File: config.mk
export PLATFORM = sky130hd
export DESIGN_NAME = coleman_liau_grade
export DESIGN_NICKNAME = d
export VERILOG_FILES = /design/src/rtl/clg_pkg.sv /design/src/rtl/clg_ctrl.sv /design/src/rtl/clg_dp.sv /design/src/rtl/coleman_liau_grade.sv
export SDC_FILE = /design/constraint.sdc
export NUM_CORES = 1
export LEC_CHECK = 0
export ABC_AREA = 1
export BUFFER_PORTS_ARGS = -buffer_cell sky130_fd_sc_hd__buf_2
export CORE_MARGIN = 8
export CORE_UTILIZATION = 50
export DETAILED_ROUTE_END_ITERATION = 12
export GPL_TIMING_DRIVEN = 0
export PLACE_DENSITY = 0.64
export SYNTH_ARGS = -nofsm -noshare
export SYNTH_HDL_FRONTEND = slang
export SYNTH_SLANG_ARGS = --single-unit
File: constraint.sdc
create_clock -name clk -period 8.9 [get_ports clk]
set_clock_uncertainty 0.05 [all_clocks]
set_input_delay 1.78 -clock clk [delete_from_list [all_inputs] [get_ports clk]]
set_output_delay 1.78 -clock clk [all_outputs]
set_load 0.05 [all_outputs]
File: src/rtl/clg_pkg.sv
// Shared types, constants and byte classification for the Coleman-Liau grade block.
package clg_pkg;

  localparam int K_LETTER = 588;
  localparam int K_SENT   = 2960;
  localparam int K_WORD   = 1580;
  localparam int K_DEN    = 100;

  localparam int STEP_BITS = 6;
  localparam logic [STEP_BITS-1:0] STEP_LAST_DONE = 6'd31;

  localparam int GRADE_BITS = 5;
  localparam int TOTAL_BITS = 16;

  typedef enum logic [2:0] {
    ST_RUN,
    ST_MUL,
    ST_SUB,
    ST_STEP,
    ST_DONE
  } state_t;

  typedef enum logic [1:0] {
    CL_NONE,
    CL_LETTER,
    CL_SPACE,
    CL_END
  } char_class_t;

  typedef struct packed {
    logic cnt_en;
    logic mul_en;
    logic sub_en;
    logic step_en;
    logic load_out;
  } clg_cmd_t;

  typedef struct packed {
    logic step_last;
  } clg_sts_t;

  function automatic char_class_t char_class(input logic [7:0] c);
    char_class_t r;
    r = CL_NONE;
    if ((c >= 8'h41 && c <= 8'h5A) || (c >= 8'h61 && c <= 8'h7A)) begin
      r = CL_LETTER;
    end else if ((c >= 8'h09 && c <= 8'h0D) || c == 8'h20) begin
      r = CL_SPACE;
    end else if (c == 8'h2E || c == 8'h3F || c == 8'h21) begin
      r = CL_END;
    end
    return r;
  endfunction

  // Multiples of the denominator that mark a grade boundary: 2 (grade 1) and
  // odd 3..31 (half-up boundaries of grades 2..16).
  function automatic logic is_tap(input logic [STEP_BITS-1:0] m);
    return (m == 6'd2) || (m[0] && m >= 6'd3 && m <= 6'd31);
  endfunction

endpackage

File: src/rtl/clg_ctrl.sv
// Controller state machine: byte intake, grade sequencing and output slot.
module clg_ctrl import clg_pkg::*; (
  input  logic     clk,
  input  logic     rst_n,
  input  logic     in_tvalid,
  input  logic     in_tlast,
  output logic     in_tready,
  input  logic     out_tready,
  output logic     out_tvalid,
  input  clg_sts_t sts,
  output clg_cmd_t cmd
);

  state_t state_r, state_nxt;
  logic   out_valid_r, out_valid_nxt;

  always_ff @(posedge clk) begin
    if (!rst_n) begin
      state_r     <= ST_RUN;
      out_valid_r <= 1'b0;
    end else begin
      state_r     <= state_nxt;
      out_valid_r <= out_valid_nxt;
    end
  end

  always_comb begin
    state_nxt = state_r;
    cmd       = '0;
    in_tready = 1'b0;
    unique case (state_r)
      ST_RUN: begin
        in_tready  = 1'b1;
        cmd.cnt_en = in_tvalid;
        if (in_tvalid && in_tlast) begin
          state_nxt = ST_MUL;
        end
      end
      ST_MUL: begin
        cmd.mul_en = 1'b1;
        state_nxt  = ST_SUB;
      end
      ST_SUB: begin
        cmd.sub_en = 1'b1;
        state_nxt  = ST_STEP;
      end
      ST_STEP: begin
        cmd.step_en = 1'b1;
        if (sts.step_last) begin
          state_nxt = ST_DONE;
        end
      end
      ST_DONE: begin
        if (!out_valid_r || out_tready) begin
          cmd.load_out = 1'b1;
          state_nxt    = ST_RUN;
        end
      end
      default: begin
        state_nxt = ST_RUN;
      end
    endcase
  end

  always_comb begin
    if (cmd.load_out) begin
      out_valid_nxt = 1'b1;
    end else if (out_tready) begin
      out_valid_nxt = 1'b0;
    end else begin
      out_valid_nxt = out_valid_r;
    end
  end

  assign out_tvalid = out_valid_r;

endmodule

File: src/rtl/clg_dp.sv
// Datapath: saturating tallies, numerator/denominator products, grade stepper, output word.
module clg_dp import clg_pkg::*; #(
  parameter int COUNT_BITS = 16
) (
  input  logic                  clk,
  input  logic                  rst_n,
  input  logic [7:0]            char_code,
  input  clg_cmd_t              cmd,
  output clg_sts_t              sts,
  output logic [GRADE_BITS-1:0] grade_code,
  output logic [TOTAL_BITS-1:0] letter_total,
  output logic [TOTAL_BITS-1:0] word_total,
  output logic [TOTAL_BITS-1:0] sentence_total
);

  localparam int NW = COUNT_BITS + 15;
  localparam logic [COUNT_BITS-1:0] CNT_MAX = '1;

  logic [COUNT_BITS-1:0] letter_r, space_r, sent_r;
  logic [COUNT_BITS-1:0] letter_nxt, space_nxt, sent_nxt;
  logic [COUNT_BITS-1:0] words;
  char_class_t           cls;

  logic signed [NW-1:0]  ml_r, ms_r, mw_r, den_r, n2_r, acc_r;
  logic signed [NW-1:0]  acc_nxt;
  logic [STEP_BITS-1:0]  step_r, step_nxt;
  logic [GRADE_BITS-1:0] grade_r;

  assign cls   = char_class(char_code);
  assign words = (space_r == CNT_MAX) ? CNT_MAX : space_r + 1'b1;

  always_comb begin
    letter_nxt = letter_r;
    space_nxt  = space_r;
    sent_nxt   = sent_r;
    if (cmd.load_out) begin
      letter_nxt = '0;
      space_nxt  = '0;
      sent_nxt   = '0;
    end else if (cmd.cnt_en) begin
      unique case (cls)
        CL_LETTER: if (letter_r != CNT_MAX) letter_nxt = letter_r + 1'b1;
        CL_SPACE:  if (space_r != CNT_MAX)  space_nxt  = space_r + 1'b1;
        CL_END:    if (sent_r != CNT_MAX)   sent_nxt   = sent_r + 1'b1;
        CL_NONE:   ;
        default:   ;
      endcase
    end
  end

  always_ff @(posedge clk) begin
    if (!rst_n) begin
      letter_r <= '0;
      space_r  <= '0;
      sent_r   <= '0;
    end else begin
      letter_r <= letter_nxt;
      space_r  <= space_nxt;
      sent_r   <= sent_nxt;
    end
  end

  assign step_nxt = step_r + 1'b1;
  assign acc_nxt  = acc_r + den_r;

  always_ff @(posedge clk) begin
    if (cmd.mul_en) begin
      ml_r  <= $signed(NW'(letter_r) * NW'(K_LETTER));
      ms_r  <= $signed(NW'(sent_r) * NW'(K_SENT));
      mw_r  <= $signed(NW'(words) * NW'(K_WORD));
      den_r <= $signed(NW'(words) * NW'(K_DEN));
    end
    if (cmd.sub_en) begin
      n2_r    <= (ml_r - ms_r - mw_r) <<< 1;
      acc_r   <= '0;
      step_r  <= '0;
      grade_r <= '0;
    end else if (cmd.step_en) begin
      acc_r  <= acc_nxt;
      step_r <= step_nxt;
      if (is_tap(step_nxt) && (n2_r >= acc_nxt)) begin
        grade_r <= grade_r + 1'b1;
      end
    end
    if (cmd.load_out) begin
      grade_code     <= grade_r;
      letter_total   <= TOTAL_BITS'(letter_r);
      word_total     <= TOTAL_BITS'(words);
      sentence_total <= TOTAL_BITS'(sent_r);
    end
  end

  assign sts.step_last = (step_r == STEP_LAST_DONE);

endmodule

File: src/rtl/coleman_liau_grade.sv
// Top level of the Coleman-Liau readability grade block.
//
//   channel | direction | tdata                              | tlast
//   in_     | slave     | [7:0] char_code                    | is_final
//   out_    | master    | grade, letters, words, sentences   | -
//
// Non-final bytes are taken one per cycle while intake is open (ST_RUN). A final
// byte closes intake and starts the grade sequence: a product state, a subtract
// state, then one comparator stepping through multiples of the denominator,
// then a done state that loads the output word and reopens intake.
// Reset clears the tallies, the state machine and the output valid flag.
// A waiting result does not block intake of the next text; only the load for a
// second final byte waits in the done state until the output register is free.
module coleman_liau_grade import clg_pkg::*; #(
  parameter int COUNT_BITS = 16
) (
  input  logic        clk,
  input  logic        rst_n,
  input  logic        in_tvalid,
  output logic        in_tready,
  input  logic [7:0]  in_tdata,   // [7:0] char_code
  input  logic        in_tlast,
  output logic        out_tvalid,
  input  logic        out_tready,
  output logic [55:0] out_tdata   // [4:0] grade_code, [20:5] letter_total,
                                  // [36:21] word_total, [52:37] sentence_total, [55:53] zero
);

  clg_cmd_t              cmd;
  clg_sts_t              sts;
  logic [GRADE_BITS-1:0] grade_code;
  logic [TOTAL_BITS-1:0] letter_total, word_total, sentence_total;

  clg_ctrl u_ctrl (
    .clk        (clk),
    .rst_n      (rst_n),
    .in_tvalid  (in_tvalid),
    .in_tlast   (in_tlast),
    .in_tready  (in_tready),
    .out_tready (out_tready),
    .out_tvalid (out_tvalid),
    .sts        (sts),
    .cmd        (cmd)
  );

  clg_dp #(
    .COUNT_BITS (COUNT_BITS)
  ) u_dp (
    .clk            (clk),
    .rst_n          (rst_n),
    .char_code      (in_tdata),
    .cmd            (cmd),
    .sts            (sts),
    .grade_code     (grade_code),
    .letter_total   (letter_total),
    .word_total     (word_total),
    .sentence_total (sentence_total)
  );

  assign out_tdata = {3'b000, sentence_total, word_total, letter_total, grade_code};

`ifndef SYNTHESIS
  a_final_stops_intake: assert property (@(posedge clk) disable iff (!rst_n)
    in_tvalid && in_tready && in_tlast |=> !in_tready)
    else $error("intake not stopped after final byte");

  a_load_sets_valid: assert property (@(posedge clk) disable iff (!rst_n)
    cmd.load_out |=> out_tvalid)
    else $error("output word not presented after load");

  a_grade_range: assert property (@(posedge clk) disable iff (!rst_n)
    out_tvalid |-> out_tdata[4:0] <= 5'd16)
    else $error("grade code out of range");
`endif

endmodule
# Word level (Yosys, flattened, before mapping)

Index checks and enable logic that the tools add are counted.

Register bits after elaboration: 271
Latch bits: 0
Bits in writable memories: 0
Memory bits (read-only): 0
Input port bits: 13
Output and inout bits: 58
Memories: 0

$add $sub $neg: 8
Multipliers: 4
Div/mod/pow operators: 0
$lt $le $gt $ge: 9
Equality and inequality tests: 20
Shifts and indexed selects: 0
Muxes and demuxes: 17
Bitwise gates (word level): 1
Reduce and logical (&&, ||, !) cells: 22

Operator list:

| kind                                                                             | number |
|---|---|
| 16-bit by 1-bit adder with 16-bit output, second input constant                  | 3 |
| 16-bit by 8-bit multiplier with 24-bit output, second input constant             | 2 |
| 16-bit inequality test, second input constant                                    | 3 |
| 8-bit by 6-bit == test with 1-bit output, second input constant                  | 4 |
| 31-bit by 24-bit adder with 31-bit output                                        | 1 |
| 31-bit >= comparator                                                             | 1 |
| 30-bit by 28-bit subtractor with 30-bit output                                   | 1 |
| 26-bit by 28-bit subtractor with 29-bit output                                   | 1 |
| 16-bit by 9-bit multiplier with 25-bit output, second input constant             | 1 |
| 16-bit by 5-bit multiplier with 21-bit output, second input constant             | 1 |
| 16-bit == test, second input constant                                            | 1 |
| 8-bit by 7-bit >= comparator with 1-bit output, second input constant            | 2 |
| 8-bit by 7-bit less-or-equal comparator with 1-bit output, second input constant | 2 |
| 16-bit 2-to-1 mux                                                                | 1 |
| 3-bit case mux with 5 select lines                                               | 1 |
| 3-bit AND reduction                                                              | 4 |
| 1-bit 2-to-1 mux                                                                 | 9 |
| 3-bit 2-to-1 mux                                                                 | 3 |
| 8-bit by 4-bit >= comparator with 1-bit output, second input constant            | 1 |
| 8-bit by 4-bit less-or-equal comparator with 1-bit output, second input constant | 1 |
| 1-bit logical AND                                                                | 7 |
| 6-bit by 1-bit adder with 6-bit output, second input constant                    | 1 |
| 3-bit by 2-bit == test with 1-bit output, second input constant                  | 2 |
| 6-bit by 2-bit == test with 1-bit output, second input constant                  | 1 |
| other kinds (18)                                                                 | 27 |

# Longest topological paths before layout

Gate-level depths: netlist of the first run.

Word-level depth: 8
Depth in mapped cells: 28
Mapped depth without buffers: 28

# Cells and area by module

Synthesis of the first run repeated with hierarchy kept, for this count alone.

Cell total of the unflattened synthesis: 2,808
Area, all modules: 23,342.4 µm²

Modules (own cells, without submodules):

| module             | instances | cells an instance | area an instance (µm²) | seq. area each (µm²) |
|---|---|---|---|---|
| clg_dp             | 1         | 2,766             | 23,054.6               | 6,986.7 |
| clg_ctrl           | 1         | 38                | 261.5                  | 80.1 |
| coleman_liau_grade | 1         | 4                 | 26.3                   | 0.0 |

# Worst setup path before layout of the first run

Ideal clock, no wire load.

Kind: in2reg
Start: input port out_tready
End: register u_dp.letter_r[0]
Setup time: 0.119 ns
Arrival: 4.820 ns
Data required time: 8.731 ns
Slack: 3.910 ns
Stages: 8
Path through: nor2_1 nor2_1 inv_1 nand2_1 inv_1 buf_2 o21ai_0 a21oi_1

Longest elaborated chain between the ends: 4

Ends and longest elaborated chain:

| element                             | line                     | text |
|---|---|---|
| from (decl)                         | coleman_liau_grade.sv:24 | `input logic out_tready,` |
| 1-bit logical OR                    | clg_ctrl.sv:54           | `if (!out_valid_r \|\| out_tready) begin` |
| 1-bit 2-to-1 mux                    | clg_ctrl.sv:54           |  |
| 1-bit 2-to-1 mux                    | clg_ctrl.sv:31           | `unique case (state_r)` |
| 2-bit OR reduction (no source line) | -                        |  |
| to (signal assigned)                | clg_dp.sv:57             | `letter_r <= letter_nxt;` |
| to (decl)                           | clg_dp.sv:19             | `logic [COUNT_BITS-1:0] letter_r, space_r, sent_r;` |

Every way passes these cells.
A chain may end at the register's enable or synchronous reset.

# Final worst setup path of the first run

Start: register u_dp.space_r[0]
End: register u_dp.mw_r[23] (data pin)

Longest elaborated chain between the ends: 3
Elaborated cells on any way between the ends: 4

Ends and longest elaborated chain:

| element                                                                           | line         | text |
|---|---|---|
| from (decl)                                                                       | clg_dp.sv:19 |  |
| from (signal assigned)                                                            | clg_dp.sv:58 | `space_r <= space_nxt;` |
| 16-bit by 1-bit adder with 16-bit output / 16-bit == test (equally long branches) | clg_dp.sv:30 | `assign words = (space_r == CNT_MAX) ? CNT_MAX : space_r + 1'b1;` |
| 16-bit 2-to-1 mux (*)                                                             | clg_dp.sv:30 |  |
| named net u_dp.words[14]                                                          | clg_dp.sv:21 | `logic [COUNT_BITS-1:0] words;` |
| 16-bit by 9-bit multiplier with 25-bit output (*)                                 | clg_dp.sv:70 | `mw_r <= $signed(NW'(words) * NW'(K_WORD));` |
| to (signal assigned)                                                              | clg_dp.sv:70 |  |
| to (decl)                                                                         | clg_dp.sv:24 | `logic signed [NW-1:0] ml_r, ms_r, mw_r, den_r, n2_r, acc_r;` |

The timed path passes the listed nets; every way through them passes the cells marked *.

==> results.json, run 1 <==
{
  "n_fill_cell": 4300,
  "r2r_start": "u_dp.space_r[0]",
  "synth_cells": 2780,
  "crit_type": "reg2reg",
  "critical_path.cell_chain": "ha_1, nand2_1, nor2_4, nand4_2, nor2_2, nand4_1, xnor2_1, nor2_1, inv_1, ha_1, ha_1, inv_1, fa_1, fa_1, inv_1, ha_1, nand2_1, nor4_1, nand4_1, nand3_1, xor2_1",
  "final.min_clock_period_ps": 5676,
  "tightest_slew_ps": 890.7,
  "min-delay-start": "u_dp.grade_r[4]",
  "leakage_nw": 13.04,
  "root_buffer": "clkbuf_16",
  "num_rows": 79,
  "synth-edff-count": 174,
  "syn-cell-area_mm2": 0.02327,
  "grt_pass1_vias": 18860,
  "numCtsBuffers": 34,
  "yosys_warnings": 0,
  "synth-main-ff-cell": "edfxtp_1",
  "power_density_mw_per_mm2": 222.6,
  "die-area_mm2": 0.05370,
  "ant_nets": 0,
  "outcome": "finished, final reports clean",
  "peakVddDrop_uv": 235.0,
  "slew_headroom_pct": 40.48,
  "dr.pass1.iters": 5,
  "hp-class": "reg2reg",
  "start_kind": "flip-flop",
  "initial_utilization_pct": 50.31,
  "fmaxAchievable_ghz": 0.1762,
  "setup_viol": 0,
  "fin_crit_sh_pct": 63.78,
  "final_core_util_pct": 55.27,
  "finalWorstSetupSlack_ps": 3224,
  "io_pins": 71,
  "synthArstFlopShare_pct": 0,
  "cp.required_ps": 9150,
  "portBuffers": 67,
  "clock_latency_ps": 560,
  "clock_path_buffers": 3,
  "cts_tree": "yes",
  "postCtsSetupRepairBufs": 0,
  "slew_violations": 0,
  "tns_ps": 0,
  "numClockSinks": 266,
  "cpMostUsedCell": "ha_1",
  "final_cells": 3521,
  "placed_cells": 3459,
  "hpwlAfterDp_mm": 50.51,
  "hold_buffers": 0,
  "critical_path.slowest_cell": "fa_1",
  "dp_slack_ps": 3386,
  "antenna_found_initial": 0,
  "drcViolationCount": 0,
  "path_clk_slew_ps": 60,
  "setup.worst_path.start": "u_dp.space_r[0]",
  "wl_mm": 60.86,
  "nNetsFinal": 3337,
  "core_area_mm2": 0.04626,
  "die_y_um": 231.7,
  "grt-ovfl-total": 0,
  "areaGrowthSynthToFinish_pct": 9.877,
  "yosysUniqueCellTypes": 52,
  "maxCapViolCount": 0,
  "critPathBufInv": 3,
  "htree_levels": 2,
  "grt_max_degree": 38,
  "routedWlPerCell_um": 17.29,
  "drive_gt1_share_pct": 6.383,
  "ys_seq_area_share_pct": 30.37,
  "ys_seq_elements": 266,
  "crit_family": "adder cells",
  "dr_total_vias": 18660,
  "synth_area_per_cell_um2": 8.371,
  "gp_congestion": 0.9514,
  "p_total_mw": 5.691,
  "n_antenna_cell": 0,
  "grtUsageTotal_pct": 22.79,
  "drt_iter0_markers": 1080,
  "critPathMaxFanout": 6,
  "hold_violations": 0,
  "crit_arrival_ps": 5930,
  "grt_first_pass_wirelength_mm": 97.84,
  "die_w_um": 231.7,
  "max_stage_delay_ps": 520,
  "rsz0062_at_grt": "no",
  "endpoint_kind": "flip-flop",
  "cts_resized": 0,
  "routed_via_density": 5.300
}
==> worst reg2reg max path: cells and delay by family (launching register included) <==
kind	cells	cell delay, ps
xor gates and xnor gates	2	280
adders and majority gates	6	2300
buffers and inverters	3	370
DFF	1	390
and+or+nand+nor	10	2010
==> cell type report <==
cell class	count	area, um2	area share (%)
buffer	22	117.6	0.4600
clock buffer	42	920.9	3.601
clock inverter	20	195.2	0.7634
inverter	538	2021	7.903
multi-input combinational	1956	14090	55.12
sequential	266	7067	27.64
tap	607	759.5	2.970
timing repair buffer	70	395.4	1.546
==> kinds of logic (layout without fill, tap and decap cells) <==
group	count (synthesis)	in the layout	synth area share, %
xor gates and xnor gates	160	160	6.022
and+or+nand+nor	928	928	17.23
DFF	266	266	30.37
adders and majority gates	436	436	27.02
AOI/OAI and AO/OA	429	429	10.16
other	1	3	0.01611
buffers and inverters	560	692	9.189
==> cell usage in the layout, fill, tap and decap left out, types with 27 or more instances in the layout <==
cell type	synthesis	layout
a21o_1	27	27
a21oi_1	212	212
buf_2	7	74
clkbuf_16	0	34
dfxtp_1	92	92
edfxtp_1	174	174
fa_1	111	111
ha_1	325	325
inv_1	528	528
nand2_1	501	501
nand3_1	131	131
nand4_1	39	39
nor2_1	158	156
nor3_1	33	33
o21ai_0	105	105
o21ai_1	27	27
xnor2_1	52	52
xor2_1	108	108
==> synth_stat cells (27+ instances only) <==
master / instances / share of area (%)
a21o_1: 27 / 0.87
a21oi_1: 212 / 4.6
dfxtp_1: 92 / 7.9
edfxtp_1: 174 / 22
fa_1: 111 / 9.5
ha_1: 325 / 17
inv_1: 528 / 8.5
nand2_1: 501 / 8.1
nand3_1: 131 / 2.8
nand4_1: 39 / 1.0
nor2_1: 158 / 2.5
nor3_1: 33 / 0.71
o21ai_0: 105 / 2.3
o21ai_1: 27 / 0.58
xnor2_1: 52 / 2.0
xor2_1: 108 / 4.1
==> path summary, 6_finish.rpt <==
path / to / slack [ps] / cells after the start
worst max register to register: u_dp.mw_r[23] / 3220 / 21
worst min register to register: u_dp.grade_code[4] / 440 / 0
worst max-delay path: u_dp.mw_r[23] / 3220 / 21
worst min-delay path: u_dp.grade_code[4] / 440 / 0
==> state kept, by name (all words and copies together), names as in the netlist, 6 cells and up <==
name and cells:
u_dp.acc_r 29, u_dp.n2_r 28, u_dp.mw_r 25, u_dp.ml_r 24, u_dp.ms_r 24, u_dp.den_r 20, u_dp.letter_r 16, u_dp.letter_total 16
u_dp.sent_r 16, u_dp.sentence_total 16, u_dp.space_r 16, u_dp.word_total 16, u_dp.step_r 6
==> report_power, final <==
group | total (mW) | switching [mW] | internal (mW)
logic | 2.54 | 1.65 | 0.895
registers | 1.76 | 0.122 | 1.63
clock network | 1.39 | 0.586 | 0.806
total | 5.69 | 2.36 | 3.33
==> routing by layer <==
layer  vias up  global-route usage, %  share of wire [%]  wire (um)
met5         -                      0                  0          0
met4         0                  7.397                2.9       1777
met3        95                  3.091                4.3       2610
met2       368                  39.75                 49      29610
met1      8851                  28.87                 44      26870
li1       9346                      -                  -          -
==> through the flow <==
stage | hold slack [ps] | instance area, um2
finish | 438.7 | 25570
CTS | 439.2 | 25570
global placement | 416.3 | 24370
detailed placement | 426.2 | 24450
floorplan | 401.4 | 23280
global route | 448.8 | 25570
Power figures use the tool's default switching activity.
==> run 2: changes to the inputs <==
- PLACE_DENSITY: 0.64 -> 0.67
- clock period: 8.9 -> 5.2 ns (I/O delays scaled with it)
==> results.json, run 2 (synthesis gave the netlist of run 1 again) <==
{
  "critPathMaxFanout": 5,
  "top_regs": "u_dp.acc_r (29), u_dp.n2_r (28), u_dp.mw_r (25)",
  "path_clk_slew_ps": 60,
  "n_fill_cell": 4278,
  "htree_levels": 1,
  "core_area_mm2": 0.04626,
  "wl_mm": 60.05,
  "dr.max_layer_used": "met4",
  "hold_violations": 0,
  "seq_area_mm2": 0.007069,
  "gp_congestion": 0.9523,
  "dr_total_vias": 18780,
  "setup_viol": 0,
  "areaGrowthSynthToFinish_pct": 11.27,
  "ff2ff_path_depth": 20,
  "dp_slack_ps": -260.4,
  "crit_arrival_ps": 5310,
  "slew_violations": 0,
  "setup.worst_path.start": "u_dp.space_r[0]",
  "wl_met3_mm": 2.214,
  "place_area_mm2": 0.02446,
  "final.min_clock_period_ps": 5021,
  "antenna_found_initial": 0,
  "hold_buffers": 0,
  "slew_headroom_pct": 44.03,
  "drive_gt1_share_pct": 8.562,
  "wl_met2_mm": 29.09,
  "crit_type": "reg2reg",
  "maxCapViolCount": 0,
  "nNetsFinal": 3344,
  "grtUsageTotal_pct": 22.19,
  "drcViolationCount": 0,
  "min-delay-start": "u_dp.space_r[0]",
  "largest_reg_flops": 29,
  "die-area_mm2": 0.05370,
  "leakage_nw": 13.10,
  "cp.required_ps": 5490,
  "die_w_um": 231.7,
  "grt_max_degree": 38,
  "start_kind": "flip-flop",
  "placed_cells": 3460,
  "final_cell_mix": "520 x inv_1, 494 x nand2_1, 312 x ha_1, 205 x a21oi_1, 174 x edfxtp_1",
  "whs_path_depth": 1,
  "power_density_mw_per_mm2": 370.1,
  "num_rows": 79,
  "ant_nets": 0,
  "drt_iter0_markers": 1102,
  "fmaxAchievable_ghz": 0.1991,
  "grt_first_pass_wirelength_mm": 96.34,
  "final_cells": 3527,
  "numCtsBuffers": 31,
  "fin_crit_sh_pct": 96.56,
  "root_buffer": "clkbuf_16",
  "r2r_start": "u_dp.space_r[0]",
  "endpoint_kind": "flip-flop",
  "hp-class": "reg2reg",
  "clock_path_buffers": 3,
  "portBuffers": 67,
  "p_total_mw": 9.582,
  "clock_latency_ps": 600,
  "io_pins": 71,
  "routedWlPerCell_um": 17.03,
  "multiInputGateArea_mm2": 0.01441,
  "final_area_mm2": 0.02589,
  "final_common_cell": "inv_1",
  "die_y_um": 231.7,
  "regMostFlops": "u_dp.acc_r",
  "grt-ovfl-total": 0,
  "cts_tree": "yes",
  "routed_via_density": 5.325,
  "initial_utilization_pct": 50.31,
  "grt_pass1_vias": 18930,
  "peakVddDrop_uv": 293.3,
  "finalWorstSetupSlack_ps": 178.6,
  "m1WireLength_mm": 26.71,
  "numClockSinks": 266,
  "tightest_slew_ps": 837.6,
  "n_antenna_cell": 0,
  "outcome": "finished, final reports clean",
  "hpwlAfterDp_mm": 49.92,
  "dr.pass1.iters": 8,
  "rsz0062_at_grt": "yes"
}
-- run 2: changes by cell type in the layout (fill, tap and decap cells not counted), sizes merged --
cell and delta:
inv -1, bufinv +2, clkinv +2, clkbuf -5
clkinvlp -2, buf +10
-- run 2: worst paths after layout --
| path | to | slack (ps) |
|---|---|---|
| worst max-delay path | u_dp.mw_r[25] | 180 |
| worst min-delay path | u_dp.space_r[0] | 430 |
| worst max register to register | u_dp.mw_r[25] | 180 |
| worst min register to register | u_dp.space_r[0] | 430 |
-- run 2: worst max-delay path, cell delays in order, from the launching register on --
cell and delay [ps]:
dfxtp_2 370, ha_2 210, nand2_1 90, nor2_4 140, nand4_4 140, nor2_4 150
buf_4 150, nor2_1 50, inv_1 260, ha_1 320, fa_1 530, inv_1 70
fa_1 480, fa_1 520, inv_1 50, ha_2 370, nand2_2 130, nor4_4 300
nand4_1 110, o211ai_1 160, xor2_1 100
-- run 2: area by class of cell --
cell class / instances / share of cell area [%]
Inverter: 538 / 7.804
Tap cell: 607 / 2.933
Timing Repair Buffer: 80 / 1.846
Sequential cell: 266 / 27.30
Clock buffer: 37 / 3.083
Buffer: 22 / 0.4784
Clock inverter: 21 / 0.9084
Multi-Input combinational cell: 1956 / 55.65
-- run 2: through the flow --
stage                     TNS (ps)  util (%)  hold WS (ps)
after CTS                        0     55.31         428.1
after detailed placement     -1585     52.88         430.9
after global placement     -164100     52.69         415.2
after global routing        -82.57     55.97         445.9
after floorplan                  0         -         401.4
final                            0     55.97         434.7
-- run 2: routing by layer --
layer / track usage, % / vias to the layer above
li1: - / 9373
met1: 28.56 / 8897
met2: 38.68 / 407
met3: 2.113 / 103
met4: 7.574 / 0
met5: 0 / -
-- run 2: report_power, final --
group | switching, mW | internal (mW)
registers | 0.212 | 2.79
clock network | 0.914 | 1.30
logic | 2.81 | 1.55
total | 3.94 | 5.64
-- run 2: timing repair --
item / CTS / global route
gates cloned: 0 / 0
buffers inserted: 1 / 8
setup endpoints to repair: 13 / 14
pin swaps: 4 / 14
resized for setup: 31 / 55
